===== config.mk =====
export PLATFORM = sky130hd
export DESIGN_NAME = infix_to_postfix_converter_top
export DESIGN_NICKNAME = d
export VERILOG_FILES = /design/src/rtl/itp_pkg.sv /design/src/rtl/itp_front.sv /design/src/rtl/itp_back.sv /design/src/rtl/infix_to_postfix_converter_top.sv
export SDC_FILE = /design/constraint.sdc
export NUM_CORES = 1
export LEC_CHECK = 0
export ABC_AREA = 0
export BUFFER_PORTS_ARGS = -buffer_cell sky130_fd_sc_hd__buf_2
export CAP_MARGIN = 20
export CORE_MARGIN = 4
export CORE_UTILIZATION = 35
export DETAILED_ROUTE_END_ITERATION = 8
export PLACE_DENSITY = 0.49
export SLEW_MARGIN = 20
export SYNTH_ARGS = -nofsm -noshare
export SYNTH_HDL_FRONTEND = slang
export SYNTH_SLANG_ARGS = --single-unit

===== constraint.sdc =====
create_clock -name clk -period 6.4 [get_ports clk]
set_clock_uncertainty 0.2 [all_clocks]
set_input_delay 0.32 -clock clk [delete_from_list [all_inputs] [get_ports clk]]
set_output_delay 0.32 -clock clk [all_outputs]
set_load 0.01 [all_outputs]

===== src/rtl/itp_pkg.sv =====
// Shared types, codes and helper functions for the infix-to-postfix converter.
// Used by itp_front, itp_back and infix_to_postfix_converter_top; no dependencies.
package itp_pkg;

	localparam int VALUE_W         = 64;
	localparam int DEF_STACK_DEPTH = 32;
	localparam int DEF_QUEUE_DEPTH = 4;
	localparam int DEPTH_W         = 7;

	// operator precedence levels
	localparam logic [2:0] PREC_NONE  = 3'd0;
	localparam logic [2:0] PREC_ADD   = 3'd2;
	localparam logic [2:0] PREC_MUL   = 3'd3;
	localparam logic [2:0] PREC_UNARY = 3'd4;
	localparam logic [2:0] PREC_POW   = 3'd5;

	typedef enum logic [3:0] {
		TK_OPEN    = 4'd0,
		TK_CLOSE   = 4'd1,
		TK_PLUS    = 4'd2,
		TK_MINUS   = 4'd3,
		TK_MUL     = 4'd4,
		TK_DIV     = 4'd5,
		TK_CARET   = 4'd6,
		TK_NUMBER  = 4'd7,
		TK_LX      = 4'd8,
		TK_UX      = 4'd9,
		TK_N       = 4'd10,
		TK_SQRT    = 4'd11,
		TK_EXP     = 4'd12,
		TK_END     = 4'd13,
		TK_UNKNOWN = 4'd14
	} token_kind_t;

	typedef enum logic [3:0] {
		NK_NUM  = 4'd0,
		NK_LX   = 4'd1,
		NK_UX   = 4'd2,
		NK_N    = 4'd3,
		NK_ADD  = 4'd4,
		NK_SUB  = 4'd5,
		NK_MUL  = 4'd6,
		NK_DIV  = 4'd7,
		NK_POW  = 4'd8,
		NK_UPLS = 4'd9,
		NK_NEG  = 4'd10,
		NK_SQRT = 4'd11,
		NK_EXP  = 4'd12
	} node_kind_t;

	// stack entry code for an open bracket
	localparam node_kind_t SE_OPEN = NK_NUM;

	typedef enum logic [2:0] {
		ST_OK       = 3'd0,
		ST_SYNTAX   = 3'd1,
		ST_OVERFLOW = 3'd2,
		ST_MISMATCH = 3'd3,
		ST_UNBAL    = 3'd4
	} status_t;

	typedef enum logic [2:0] {
		TC_OPEN,
		TC_CLOSE,
		TC_SIGN,
		TC_BINOP,
		TC_OPERAND,
		TC_FUNC,
		TC_END,
		TC_BAD
	} tok_class_t;

	typedef struct packed {
		tok_class_t           cls;
		token_kind_t          kind;
		logic [VALUE_W-1:0]   value;
	} tok_t;

	typedef struct packed {
		logic                 node_valid;
		node_kind_t           node_kind;
		logic [VALUE_W-1:0]   node_value;
		logic                 is_last;
		status_t              status;
	} res_t;

	function automatic logic [2:0] prec_of(input node_kind_t k);
		case (k)
			NK_ADD, NK_SUB:  prec_of = PREC_ADD;
			NK_MUL, NK_DIV:  prec_of = PREC_MUL;
			NK_UPLS, NK_NEG: prec_of = PREC_UNARY;
			NK_POW:          prec_of = PREC_POW;
			default:         prec_of = PREC_NONE;
		endcase
	endfunction

	function automatic logic is_oper(input node_kind_t k);
		is_oper = (k >= NK_ADD) && (k <= NK_NEG);
	endfunction

	function automatic logic is_func(input node_kind_t k);
		is_func = (k == NK_SQRT) || (k == NK_EXP);
	endfunction

endpackage


===== src/rtl/itp_front.sv =====
// Front end: classifies incoming tokens and holds them in a short queue.
// Depends on itp_pkg.
module itp_front #(
	parameter int QUEUE_DEPTH = itp_pkg::DEF_QUEUE_DEPTH
) (
	input  logic                         clk,
	input  logic                         arst_n,
	input  logic                         in_valid,
	output logic                         in_ready,
	input  itp_pkg::token_kind_t         in_kind,
	input  logic [itp_pkg::VALUE_W-1:0]  in_value,
	output logic                         tok_valid,
	output itp_pkg::tok_t                tok,
	input  logic                         tok_pop
);
	import itp_pkg::*;

	localparam int PTR_W = $clog2(QUEUE_DEPTH);
	localparam int CNT_W = $clog2(QUEUE_DEPTH + 1);
	localparam logic [PTR_W-1:0] PTR_LAST = PTR_W'(QUEUE_DEPTH - 1);
	localparam logic [CNT_W-1:0] CNT_FULL = CNT_W'(QUEUE_DEPTH);

	tok_t             mem_q [QUEUE_DEPTH];
	logic [PTR_W-1:0] wr_ptr_q, rd_ptr_q;
	logic [CNT_W-1:0] cnt_q;
	tok_class_t       cls;
	logic             push, pop;

	always_comb begin
		case (in_kind)
			TK_OPEN:                        cls = TC_OPEN;
			TK_CLOSE:                       cls = TC_CLOSE;
			TK_PLUS, TK_MINUS:              cls = TC_SIGN;
			TK_MUL, TK_DIV, TK_CARET:       cls = TC_BINOP;
			TK_NUMBER, TK_LX, TK_UX, TK_N:  cls = TC_OPERAND;
			TK_SQRT, TK_EXP:                cls = TC_FUNC;
			TK_END:                         cls = TC_END;
			default:                        cls = TC_BAD;
		endcase
	end

	assign in_ready  = (cnt_q != CNT_FULL);
	assign tok_valid = (cnt_q != '0);
	assign tok       = mem_q[rd_ptr_q];
	assign push      = in_valid && in_ready;
	assign pop       = tok_pop && tok_valid;

	always_ff @(posedge clk) begin
		if (push) begin
			mem_q[wr_ptr_q] <= '{cls: cls, kind: in_kind, value: in_value};
		end
	end

	always_ff @(posedge clk or negedge arst_n) begin
		if (!arst_n) begin
			wr_ptr_q <= '0;
			rd_ptr_q <= '0;
			cnt_q    <= '0;
		end else begin
			if (push) begin
				wr_ptr_q <= (wr_ptr_q == PTR_LAST) ? '0 : wr_ptr_q + 1'b1;
			end
			if (pop) begin
				rd_ptr_q <= (rd_ptr_q == PTR_LAST) ? '0 : rd_ptr_q + 1'b1;
			end
			if (push && !pop) begin
				cnt_q <= cnt_q + 1'b1;
			end else if (pop && !push) begin
				cnt_q <= cnt_q - 1'b1;
			end
		end
	end

`ifndef SYNTH
	a_cnt_bound: assert property (@(posedge clk) disable iff (!arst_n)
		cnt_q <= CNT_FULL)
		else $error("token queue count out of range");
	a_pop_nonempty: assert property (@(posedge clk) disable iff (!arst_n)
		tok_pop |-> tok_valid)
		else $error("token popped from empty queue");
	a_cnt_inc: assert property (@(posedge clk) disable iff (!arst_n)
		(push && !pop) |=> (cnt_q == $past(cnt_q) + 1'b1))
		else $error("token queue count did not advance on push");
`endif

endmodule


===== src/rtl/itp_back.sv =====
// Back end: shunting-yard engine with the operator stack and the result register.
// Depends on itp_pkg; fed by itp_front.
module itp_back #(
	parameter int STACK_DEPTH = itp_pkg::DEF_STACK_DEPTH
) (
	input  logic           clk,
	input  logic           arst_n,
	input  logic           tok_valid,
	input  itp_pkg::tok_t  tok,
	output logic           tok_pop,
	output logic           out_valid,
	output itp_pkg::res_t  out_res,
	input  logic           out_ready
);
	import itp_pkg::*;

	localparam int IDX_W = $clog2(STACK_DEPTH);
	localparam int CNT_W = $clog2(STACK_DEPTH + 1);
	localparam logic [CNT_W-1:0]   CNT_FULL   = CNT_W'(STACK_DEPTH);
	localparam logic [3:0]         PREV_UNARY = 4'd13;
	localparam logic [3:0]         PREV_START = 4'd14;
	localparam logic [DEPTH_W-1:0] DEPTH_MAX  = {DEPTH_W{1'b1}};

	typedef enum logic [2:0] {
		S_TOKEN,
		S_OPER,
		S_CLOSE,
		S_CLOSE_FN,
		S_FLUSH,
		S_STATUS
	} state_t;

	state_t             state_q, state_d;
	logic [CNT_W-1:0]   cnt_q, cnt_d;
	logic [3:0]         prev_q, prev_d;
	logic [DEPTH_W-1:0] depth_q, depth_d;
	status_t            err_q, err_d;
	node_kind_t         op_q, op_d;
	res_t               out_q;
	logic               out_valid_q;

	node_kind_t         stack_q [STACK_DEPTH];
	node_kind_t         top;
	logic [IDX_W-1:0]   top_idx;
	logic               push_en;
	node_kind_t         push_data;

	logic               emit_ok, emit_en, emit_node;
	res_t               emit_res;
	logic               prev_operand, prev_unary_ok, pop_cond;

	function automatic status_t first_err(input status_t cur, input status_t code);
		first_err = (cur == ST_OK) ? code : cur;
	endfunction

	assign top_idx = IDX_W'(cnt_q - 1'b1);
	assign top     = stack_q[top_idx];
	assign emit_ok = !out_valid_q || out_ready;

	always_comb begin
		prev_operand  = (prev_q == TK_CLOSE) || ((prev_q >= TK_NUMBER) && (prev_q <= TK_N));
		prev_unary_ok = (prev_q == PREV_START) || (prev_q == TK_OPEN)
			|| ((prev_q >= TK_PLUS) && (prev_q <= TK_CARET));
		pop_cond = ((op_q <= NK_DIV) && (prec_of(op_q) == prec_of(top)))
			|| (prec_of(op_q) < prec_of(top));
	end

	always_comb begin
		state_d   = state_q;
		cnt_d     = cnt_q;
		prev_d    = prev_q;
		depth_d   = depth_q;
		err_d     = err_q;
		op_d      = op_q;
		tok_pop   = 1'b0;
		push_en   = 1'b0;
		push_data = op_q;
		emit_en   = 1'b0;
		emit_node = 1'b0;
		emit_res  = '{node_valid: 1'b1, node_kind: top, node_value: '0,
			is_last: 1'b0, status: ST_OK};

		case (state_q)
			S_TOKEN: begin
				if (tok_valid) begin
					if (tok.cls == TC_END) begin
						tok_pop = 1'b1;
						state_d = (err_q == ST_OK) ? S_FLUSH : S_STATUS;
					end else if (err_q != ST_OK) begin
						tok_pop = 1'b1;
					end else begin
						case (tok.cls)
							TC_OPEN, TC_FUNC: begin
								tok_pop   = 1'b1;
								prev_d    = tok.kind;
								push_data = (tok.cls == TC_OPEN) ? SE_OPEN
									: node_kind_t'(tok.kind);
								if (cnt_q == CNT_FULL) begin
									err_d = ST_OVERFLOW;
								end else begin
									push_en = 1'b1;
									cnt_d   = cnt_q + 1'b1;
								end
							end
							TC_OPERAND: begin
								if (emit_ok) begin
									tok_pop   = 1'b1;
									prev_d    = tok.kind;
									emit_en   = 1'b1;
									emit_node = 1'b1;
									emit_res.node_kind = node_kind_t'(tok.kind - TK_NUMBER);
									emit_res.node_value = (tok.kind == TK_NUMBER)
										? tok.value : '0;
								end
							end
							TC_CLOSE: begin
								tok_pop = 1'b1;
								if (cnt_q == '0) begin
									err_d = ST_UNBAL;
								end else begin
									state_d = S_CLOSE;
								end
							end
							TC_SIGN, TC_BINOP: begin
								tok_pop = 1'b1;
								if (prev_operand) begin
									op_d    = node_kind_t'(tok.kind + 4'd2);
									prev_d  = tok.kind;
									state_d = S_OPER;
								end else if ((tok.cls == TC_SIGN) && prev_unary_ok) begin
									op_d    = (tok.kind == TK_PLUS) ? NK_UPLS : NK_NEG;
									prev_d  = PREV_UNARY;
									state_d = S_OPER;
								end else begin
									err_d = ST_SYNTAX;
								end
							end
							default: begin
								tok_pop = 1'b1;
								err_d   = ST_SYNTAX;
							end
						endcase
					end
				end
			end
			S_OPER: begin
				if ((cnt_q != '0) && is_oper(top) && pop_cond) begin
					if (emit_ok) begin
						cnt_d     = cnt_q - 1'b1;
						emit_en   = 1'b1;
						emit_node = 1'b1;
					end
				end else begin
					state_d = S_TOKEN;
					if (cnt_q == CNT_FULL) begin
						err_d = first_err(err_q, ST_OVERFLOW);
					end else begin
						push_en = 1'b1;
						cnt_d   = cnt_q + 1'b1;
					end
				end
			end
			S_CLOSE: begin
				if (cnt_q == '0) begin
					err_d   = first_err(err_q, ST_UNBAL);
					state_d = S_TOKEN;
				end else if (top == SE_OPEN) begin
					cnt_d   = cnt_q - 1'b1;
					state_d = S_CLOSE_FN;
				end else if (emit_ok) begin
					cnt_d     = cnt_q - 1'b1;
					emit_en   = 1'b1;
					emit_node = 1'b1;
				end
			end
			S_CLOSE_FN: begin
				if ((cnt_q != '0) && is_func(top)) begin
					if (emit_ok) begin
						cnt_d     = cnt_q - 1'b1;
						emit_en   = 1'b1;
						emit_node = 1'b1;
						prev_d    = TK_CLOSE;
						state_d   = S_TOKEN;
					end
				end else begin
					prev_d  = TK_CLOSE;
					state_d = S_TOKEN;
				end
			end
			S_FLUSH: begin
				if (cnt_q == '0) begin
					if ((err_q == ST_OK) && (depth_q != DEPTH_W'(1))) begin
						err_d = ST_MISMATCH;
					end
					state_d = S_STATUS;
				end else if (top == SE_OPEN) begin
					cnt_d   = cnt_q - 1'b1;
					err_d   = first_err(err_q, ST_UNBAL);
					state_d = S_STATUS;
				end else if (emit_ok) begin
					cnt_d     = cnt_q - 1'b1;
					emit_en   = 1'b1;
					emit_node = 1'b1;
				end
			end
			S_STATUS: begin
				if (emit_ok) begin
					emit_en  = 1'b1;
					emit_res = '{node_valid: 1'b0, node_kind: NK_NUM, node_value: '0,
						is_last: 1'b1, status: err_q};
					cnt_d    = '0;
					prev_d   = PREV_START;
					depth_d  = '0;
					err_d    = ST_OK;
					state_d  = S_TOKEN;
				end
			end
			default: begin
				state_d = S_TOKEN;
			end
		endcase

		// operand-depth check on every emitted node
		if (emit_node) begin
			if (emit_res.node_kind <= NK_N) begin
				if (depth_q == DEPTH_MAX) begin
					err_d = first_err(err_d, ST_MISMATCH);
				end else begin
					depth_d = depth_q + 1'b1;
				end
			end else if (emit_res.node_kind <= NK_POW) begin
				if (depth_q < DEPTH_W'(2)) begin
					err_d = first_err(err_d, ST_MISMATCH);
				end else begin
					depth_d = depth_q - 1'b1;
				end
			end else if (depth_q == '0) begin
				err_d = first_err(err_d, ST_MISMATCH);
			end
		end
	end

	always_ff @(posedge clk) begin
		if (push_en) begin
			stack_q[cnt_q[IDX_W-1:0]] <= push_data;
		end
	end

	always_ff @(posedge clk or negedge arst_n) begin
		if (!arst_n) begin
			state_q     <= S_TOKEN;
			cnt_q       <= '0;
			prev_q      <= PREV_START;
			depth_q     <= '0;
			err_q       <= ST_OK;
			op_q        <= NK_ADD;
			out_valid_q <= 1'b0;
		end else begin
			state_q <= state_d;
			cnt_q   <= cnt_d;
			prev_q  <= prev_d;
			depth_q <= depth_d;
			err_q   <= err_d;
			op_q    <= op_d;
			if (emit_en) begin
				out_valid_q <= 1'b1;
			end else if (out_ready) begin
				out_valid_q <= 1'b0;
			end
		end
	end

	// result payload, no reset needed
	always_ff @(posedge clk) begin
		if (emit_en) begin
			out_q <= emit_res;
		end
	end

	assign out_valid = out_valid_q;
	assign out_res   = out_q;

`ifndef SYNTH
	a_stack_bound: assert property (@(posedge clk) disable iff (!arst_n)
		cnt_q <= CNT_FULL)
		else $error("operator stack count past depth");
	a_status_clears: assert property (@(posedge clk) disable iff (!arst_n)
		(state_q == S_STATUS && emit_ok) |=>
			(cnt_q == '0 && err_q == ST_OK && depth_q == '0 && state_q == S_TOKEN))
		else $error("state not cleared after status word");
	a_last_is_status: assert property (@(posedge clk) disable iff (!arst_n)
		(out_valid_q && out_q.is_last) |-> (!out_q.node_valid && out_q.node_kind == NK_NUM))
		else $error("last word carries a node");
`endif

endmodule


===== src/rtl/infix_to_postfix_converter_top.sv =====
// Top level of the infix-to-postfix converter: stream ports and word packing.
// Depends on itp_pkg, itp_front and itp_back.

// Converts a stream of pre-lexed tokens to postfix nodes by the shunting-yard
// rule, followed by one status word (tlast high) per expression. The front
// end classifies tokens into a QUEUE_DEPTH-entry queue, so s_tready stays high
// while the back end works, as long as that queue has room. In the back end an
// operand, an open bracket, a function or a token dropped after an error is
// handled in the token state alone; an operator passes to the operator state,
// which pops the operators that take precedence over it, then pushes it; a
// close bracket pops the entries above the open bracket and the bracket, then
// emits a pending function; the end token flushes the stack, then sends the
// status word, or goes straight to the status word when an error is already
// pending. The operator stack has a single read port and is popped one entry
// per cycle while the result register is free. Any step that emits a word
// waits while an earlier word is held and m_tready is low. A non-zero status
// on the last word means the nodes of that expression must be discarded. The
// operator stack has no reset or clearing pass; only entries below the stack
// count are read.
module infix_to_postfix_converter_top #(
	parameter int STACK_DEPTH = itp_pkg::DEF_STACK_DEPTH,
	parameter int QUEUE_DEPTH = itp_pkg::DEF_QUEUE_DEPTH
) (
	input  logic        clk,
	input  logic        arst_n,
	input  logic        s_tvalid,
	output logic        s_tready,
	input  logic [63:0] s_tdata,   // [63:0] number_value
	input  logic [3:0]  s_tuser,   // [3:0] token_kind
	output logic        m_tvalid,
	input  logic        m_tready,
	output logic [71:0] m_tdata,   // [63:0] node_value, [66:64] status, [71:67] zero
	output logic [4:0]  m_tuser,   // [0] node_valid, [4:1] node_kind
	output logic        m_tlast    // is_last
);
	import itp_pkg::*;

	logic  tok_valid, tok_pop;
	tok_t  tok;
	res_t  res;

	itp_front #(
		.QUEUE_DEPTH (QUEUE_DEPTH)
	) u_front (
		.clk       (clk),
		.arst_n    (arst_n),
		.in_valid  (s_tvalid),
		.in_ready  (s_tready),
		.in_kind   (token_kind_t'(s_tuser)),
		.in_value  (s_tdata),
		.tok_valid (tok_valid),
		.tok       (tok),
		.tok_pop   (tok_pop)
	);

	itp_back #(
		.STACK_DEPTH (STACK_DEPTH)
	) u_back (
		.clk       (clk),
		.arst_n    (arst_n),
		.tok_valid (tok_valid),
		.tok       (tok),
		.tok_pop   (tok_pop),
		.out_valid (m_tvalid),
		.out_res   (res),
		.out_ready (m_tready)
	);

	// pack result word
	assign m_tdata = {5'b0, res.status, res.node_value};
	assign m_tuser = {res.node_kind, res.node_valid};
	assign m_tlast = res.is_last;

endmodule

==> flow_summary.ini, run 1 <==
[timing]
final.min_clock_period_ps = 5880
drv_slew = 0
tns_ps = 0
tightest_slew_ps = 931
fin_crit_sh = 0.919
hold_violations = 0
max_freq_mhz = 170
timing.final.setup_violations = 0
slew_headroom = 0.379
rsz0062_at_grt = false
setup_slack_ps = 517

[yosys]
ys_ff_latch = 520
synthMuxAreaShare = 0.114
ys.flop_type = edfxtp_1
synth_seq_area_share = 0.708
synth_edf_count = 485
syn_avg_cell_area_um2 = 17.2
synth_compound_area_frac = 0.0581
synth_top_family_by_area = multiplexers
yosys.area.top_type_share = 0.668
synth_xor_area_frac = 0.00729
synth-adder-area-share = 0.0124
yosys.area_share.simple = 0.0810
async_flop_share = 0.0673
syn-cell-area_um2 = 21800
yosys-top-cells-area = edfxtp_1, mux4_2, dfrtp_1
yosys_warnings = 0
synth.distinct_cells = 90
syn-instance-count = 1270
yosysTopAreaCell = edfxtp_1

[drt]
drtAntennaViolNets = 0
vias = 12200
routedWlPerCell_um = 21.3
drt_iter0_markers = 969
drt-total-wl_um = 51100
drt_pass1_iterations = 5
drc = 0
viasPerCell = 5.08

[grt]
grt_max_degree = 65
grt_pass1_wl_um = 78400
grt_overflow = 0
grt_pass1_vias = 12900
antenna_found_initial = 6
grtUsageTotal = 0.152

[floorplanning]
rows = 91
core_um2 = 61700
dieWidth_um = 258
fp.dieH_um = 258
start_util = 0.353
dieArea_um2 = 66400
io_pins = 152

[layout]
drive_above_1_share = 0.260
fillers = 5685
area.sequential_um2 = 15500
fin_util = 0.421
area_growth_syn_to_layout_pct = 19.2
layout.nets = 1601
multi_input_area_um2 = 5990

[clocking]
cts_made_buffers = 58
cts.htree.levels = 2
cts_tree = built
clk_latency_ps = 640
post-cts-setup-buffers = 0
cts.sinks = 520
cts_buffer_depth = 3
worst_setup_hold_path_clk_slew_ps = 70
clockRootBuffer = clkbuf_16

[worst_setup_path]
cp_max_fo = 34
r2r-start = u_back.cnt_q[0]$_DFFE_PN0P_
end_kind = flip-flop
worstPathArrival_ps = 6000
start_kind = flip-flop
critPathLaunch = u_back.cnt_q[0]$_DFFE_PN0P_
required_ps = 6510
path_class = reg2reg

[placed_design]
dp_hpwl_um = 31400
gp_congestion = 0.850
io_buffers = 146
post-place-ws_ps = 406

[flow_run]
cap_viol_max_count = 0

[status]
status = complete, no violations

[power_and_ir_drop]
leakagePower_nw = 8.71
ir_drop_uv = 279
power.density_nw_per_um2 = 510

[hold_path]
worstHoldStart = s_tvalid
min_path_type = in2reg
flip-flops by register name, summed over array words and instances, names as in the netlist:
signal,flops
u_back.cnt_q,6
u_back.err_q,3
u_front.rd_ptr_q,2
u_back.prev_q,4
u_front.wr_ptr_q,2
u_front.mem_q,284
u_front.cnt_q,3
u_back.out_valid,1
u_back.state_q,3
u_back.stack_q,128
u_back.depth_q,7
u_back.op_q,4
u_back.out_res,73
path summary, 6_finish.rpt:
kind / endpoint / slack, ps / depth (start not counted)
worst max-delay path: u_back.out_res[25]$_DFFE_PP_ / 520 / 20
worst min-delay path: u_front.wr_ptr_q[0]$_DFFE_PN0P_ / 80 / 4
worst max register to register: u_back.out_res[25]$_DFFE_PP_ / 520 / 20
worst min register to register: u_front.cnt_q[2]$_DFFE_PN0P_ / 300 / 1
max in group asynchronous: u_front.rd_ptr_q[1]$_DFFE_PN0P_ / 5110 / 2
min in group asynchronous: u_back.cnt_q[1]$_DFFE_PN0P_ / 170 / 2
synthesized netlist by cell type (4+ instances only):
cell type and instances:
dfstp_2 4, nand2_1 54, o31ai_1 6, o211ai_1 4
a211oi_1 5, buf_4 9, a22o_1 5, o22ai_1 11
a21oi_1 33, mux2_2 5, o21ai_0 40, clkbuf_1 35
nor4_1 5, and2_1 9, nand2b_1 11, o21ai_1 9
xnor2_1 9, o31a_1 4, mux4_2 103, nor2b_1 71
dfrtp_1 31, nand3b_1 5, nor3_1 14, or3_1 7
buf_6 4, xor2_1 6, inv_1 21, mux2i_1 10
buf_2 14, edfxtp_1 485, and3_1 11, a31oi_1 11
nand3_1 22, nor2_1 80, ha_1 20, or4_1 4
a21o_1 4, nand4_1 6, or2_2 4
logic make-up after synthesis:
family / after synthesis
AOI/OAI and AO/OA: 181
xor gates and xnor gates: 16
adders and majority gates: 21
buffers and inverters: 85
DFF: 520
muxes: 118
other: 1
and+or+nand+nor: 328
routing by layer:
layer,up-vias,share of wire,GRT usage
li1,5515,-,-
met1,6256,0.44,0.210
met2,313,0.48,0.245
met3,84,0.057,0.0334
met4,2,0.022,0.0458
met5,-,0.00027,0
where the power goes:
part           switching (mW)  total (mW)  internal (mW)
clock network            1.37        3.17           1.80
logic                    2.92        4.91           1.99
registers               0.462        5.17           4.71
cell usage in the layout, fill, tap and decap left out, types with 28 or more instances in the layout:
cell / Yosys / routed
dfrtp_1: 31 / 28
mux4_2: 103 / 103
nand2_1: 54 / 54
a21oi_1: 33 / 33
edfxtp_1: 485 / 485
nor2_1: 80 / 80
o21ai_0: 40 / 40
dlygate4sd3_1: 0 / 69
buf_2: 14 / 146
nor2b_1: 71 / 71
clkbuf_16: 0 / 58
layout make-up:
type                            instances  share of cell area
Timing Repair Buffer                  238              0.0618
Multi-Input combinational cell        669               0.230
Tap cell                              837              0.0403
Sequential cell                       520               0.594
Antenna cell                            5            0.000481
Clock buffer                           73              0.0580
Inverter                               21             0.00303
Clock inverter                         32              0.0116
worst max-delay path: stages (launching register included):
cell and delay [ps]:
dfrtp_2 640, inv_1 220, ha_1 370, buf_4 420
mux4_2 290, nor2_1 40, o22ai_1 180, nand4_2 290
and2b_1 370, inv_1 80, ha_1 310, nor2b_1 130
o21ai_0 150, nand2b_1 70, a21oi_1 190, inv_1 120
o31a_1 350, a31oi_4 160, buf_4 220, or2_4 360
buf_12 290
through the flow:
step	instance area, µm²	hold WS [ps]	instances	total power [mW]
after floorplan	21800	-176	1274	8.59
after global placement	23500	290	2216	10.1
after detailed placement	23500	285	2216	10.2
after CTS	26000	32.4	2390	13.4
after global routing	26000	62.8	2393	14.1
final	26000	78.1	2395	13.2
repair_timing:
item	CTS	global route
hold endpoints to repair	315	0
endpoints found under the setup margin	0	87
hold buffers	69	0
gates resized for setup	0	1
Note: power is estimated with default switching activity, not from simulation.
==> run 2: changes to the inputs <==
--- a/config.mk
+++ b/config.mk
@@ -9,9 +9,9 @@
 export BUFFER_PORTS_ARGS = -buffer_cell sky130_fd_sc_hd__buf_2
 export CAP_MARGIN = 20
 export CORE_MARGIN = 4
-export CORE_UTILIZATION = 35
+export CORE_UTILIZATION = 50
 export DETAILED_ROUTE_END_ITERATION = 8
-export PLACE_DENSITY = 0.49
+export PLACE_DENSITY = 0.66
 export SLEW_MARGIN = 20
 export SYNTH_ARGS = -nofsm -noshare
 export SYNTH_HDL_FRONTEND = slang
==> flow_summary.ini, run 2 (synthesis gave the netlist of run 1 again) <==
[clocking]
cts_tree = built
cts_buffer_depth = 3
clk_latency_ps = 590
cts_made_buffers = 52
post_cts_resized = 0
cts.sinks = 520
post-cts-setup-buffers = 0
worst_setup_hold_path_clk_slew_ps = 60
cts.htree.levels = 2
cts.hold.buffers_added = 69
clockRootBuffer = clkbuf_16

[layout]
layout_commonest_cell = edfxtp_1
drive_above_1_share = 0.254
top_register = u_front.mem_q
layout.nets = 1595
final_area_um2 = 25500
fillers = 3191
largest_reg_flops = 284
layout_common_cells = edfxtp_1, buf_2, mux4_2, nor2_1, nor2b_1
area_growth_syn_to_layout_pct = 17.1

[timing]
rsz0062_at_grt = false
fin_crit_sh = 0.919
drv_slew = 0
timing.final.setup_violations = 0
hold_violations = 0
max_freq_mhz = 170
slew_headroom = 0.288
tightest_slew_ps = 1070
tns_ps = 0
final.min_clock_period_ps = 5880

[grt]
grt_max_degree = 69
grt_pass1_wl_um = 73400
grt_pass1_vias = 12500
grt_overflow = 0
antenna_found_initial = 3
grtUsageTotal = 0.202

[floorplanning]
dieArea_um2 = 47000
fp.dieH_um = 217
core_um2 = 43100
start_util = 0.506
io_pins = 152
dieWidth_um = 217
rows = 76

[placed_design]
gp_congestion = 0.873
placed_area_um2 = 23200
dp_hpwl_um = 28800
io_buffers = 146

[flow_run]
cap_viol_max_count = 0

[drt]
drt_pass1_iterations = 5
drtAntennaViolNets = 0
drc = 0
vias = 12200
routedWlPerCell_um = 22.2
drt_iter0_markers = 1093
drt-total-wl_um = 47200
viasPerCell = 5.75

[hold_path]
min_path_type = in2reg

[power_and_ir_drop]
ir_drop_uv = 433
power.density_nw_per_um2 = 508
leakagePower_nw = 8.65

[worst_setup_path]
worstPathArrival_ps = 5990
path_class = reg2reg
start_kind = flip-flop
cp_max_fo = 30
required_ps = 6500
end_kind = flip-flop

[status]
status = complete, no violations
run 2: cell count changes in the layout (fill, tap and decap cells not counted), sizes merged:
cell      delta
bufinv       +2
clkinvlp     -4
inv          -3
clkbuf       -7
diode        -3
run 2: cell type report:
class	instances	area, µm²	area share
sequential	520	15500	0.605
antenna	2	5.00	0.000196
timing repair buffer	238	1640	0.0642
clock inverter	27	287	0.0112
tap	585	732	0.0287
clock buffer	66	1360	0.0534
multi-input combinational	669	5980	0.234
inverter	21	78.8	0.00309
run 2: per-stage QoR:
step / hold WS (ps) / utilization / instances / setup slack [ps] / power [mW]
3_3_place_gp: 286 / 0.538 / 1963 / 648 / 9.96
5_1_grt: 24.9 / 0.593 / 2128 / 13.7 / 13.7
6_report: 24.6 / 0.593 / 2128 / 516 / 13.0
3_5_place_dp: 290 / 0.538 / 1963 / 501 / 10.0
4_1_cts: 2.15 / 0.592 / 2125 / 490 / 13.0
2_1_floorplan: -176 / - / 1274 / 868 / 8.59
run 2: worst max-delay path: stages, from the launching register on:
cell and delay, ps:
dfrtp_1 680, inv_1 170, ha_1 740, buf_12 240, mux4_2 310, mux2i_1 170, a32oi_1 120, nand3_2 200
and2b_1 230, inv_1 80, ha_1 300, nor2b_1 130, o21ai_0 150, nand2b_1 70, a21oi_1 150, inv_1 100
o31a_1 350, a31oi_4 160, buf_4 220, or2_4 500, buf_4 290
run 2: worst paths after layout:
path	end	cells past startpoint	from	slack [ps]
max	u_back.out_res[49]$_DFFE_PP_	20	u_back.cnt_q[1]$_DFFE_PN0P_	520
min	u_front.mem_q[3][16]$_DFFE_PP_	2	s_tvalid	20
max reg2reg	u_back.out_res[49]$_DFFE_PP_	20	u_back.cnt_q[1]$_DFFE_PN0P_	520
min reg2reg	u_front.cnt_q[2]$_DFFE_PN0P_	1	u_front.cnt_q[2]$_DFFE_PN0P_	300
max in group asynchronous	u_front.rd_ptr_q[0]$_DFFE_PN0P_	2	arst_n	5150
min in group asynchronous	u_back.cnt_q[4]$_DFFE_PN0P_	2	arst_n	180
run 2: report_power, final:
part           total [mW]  internal, mW  leakage, nW  switching, mW
logic                4.86          2.02         2.97           2.83
clock network        2.94          1.71        0.795           1.24
registers            5.17          4.70         4.88          0.463
run 2: metal layers:
metal  up-vias  GRT usage  part of all wire
li1       5503          -                 -
met1      6254      0.280              0.42
met2       404      0.330              0.49
met3        77     0.0500             0.070
met4         2     0.0441             0.018
met5         -          0           0.00028
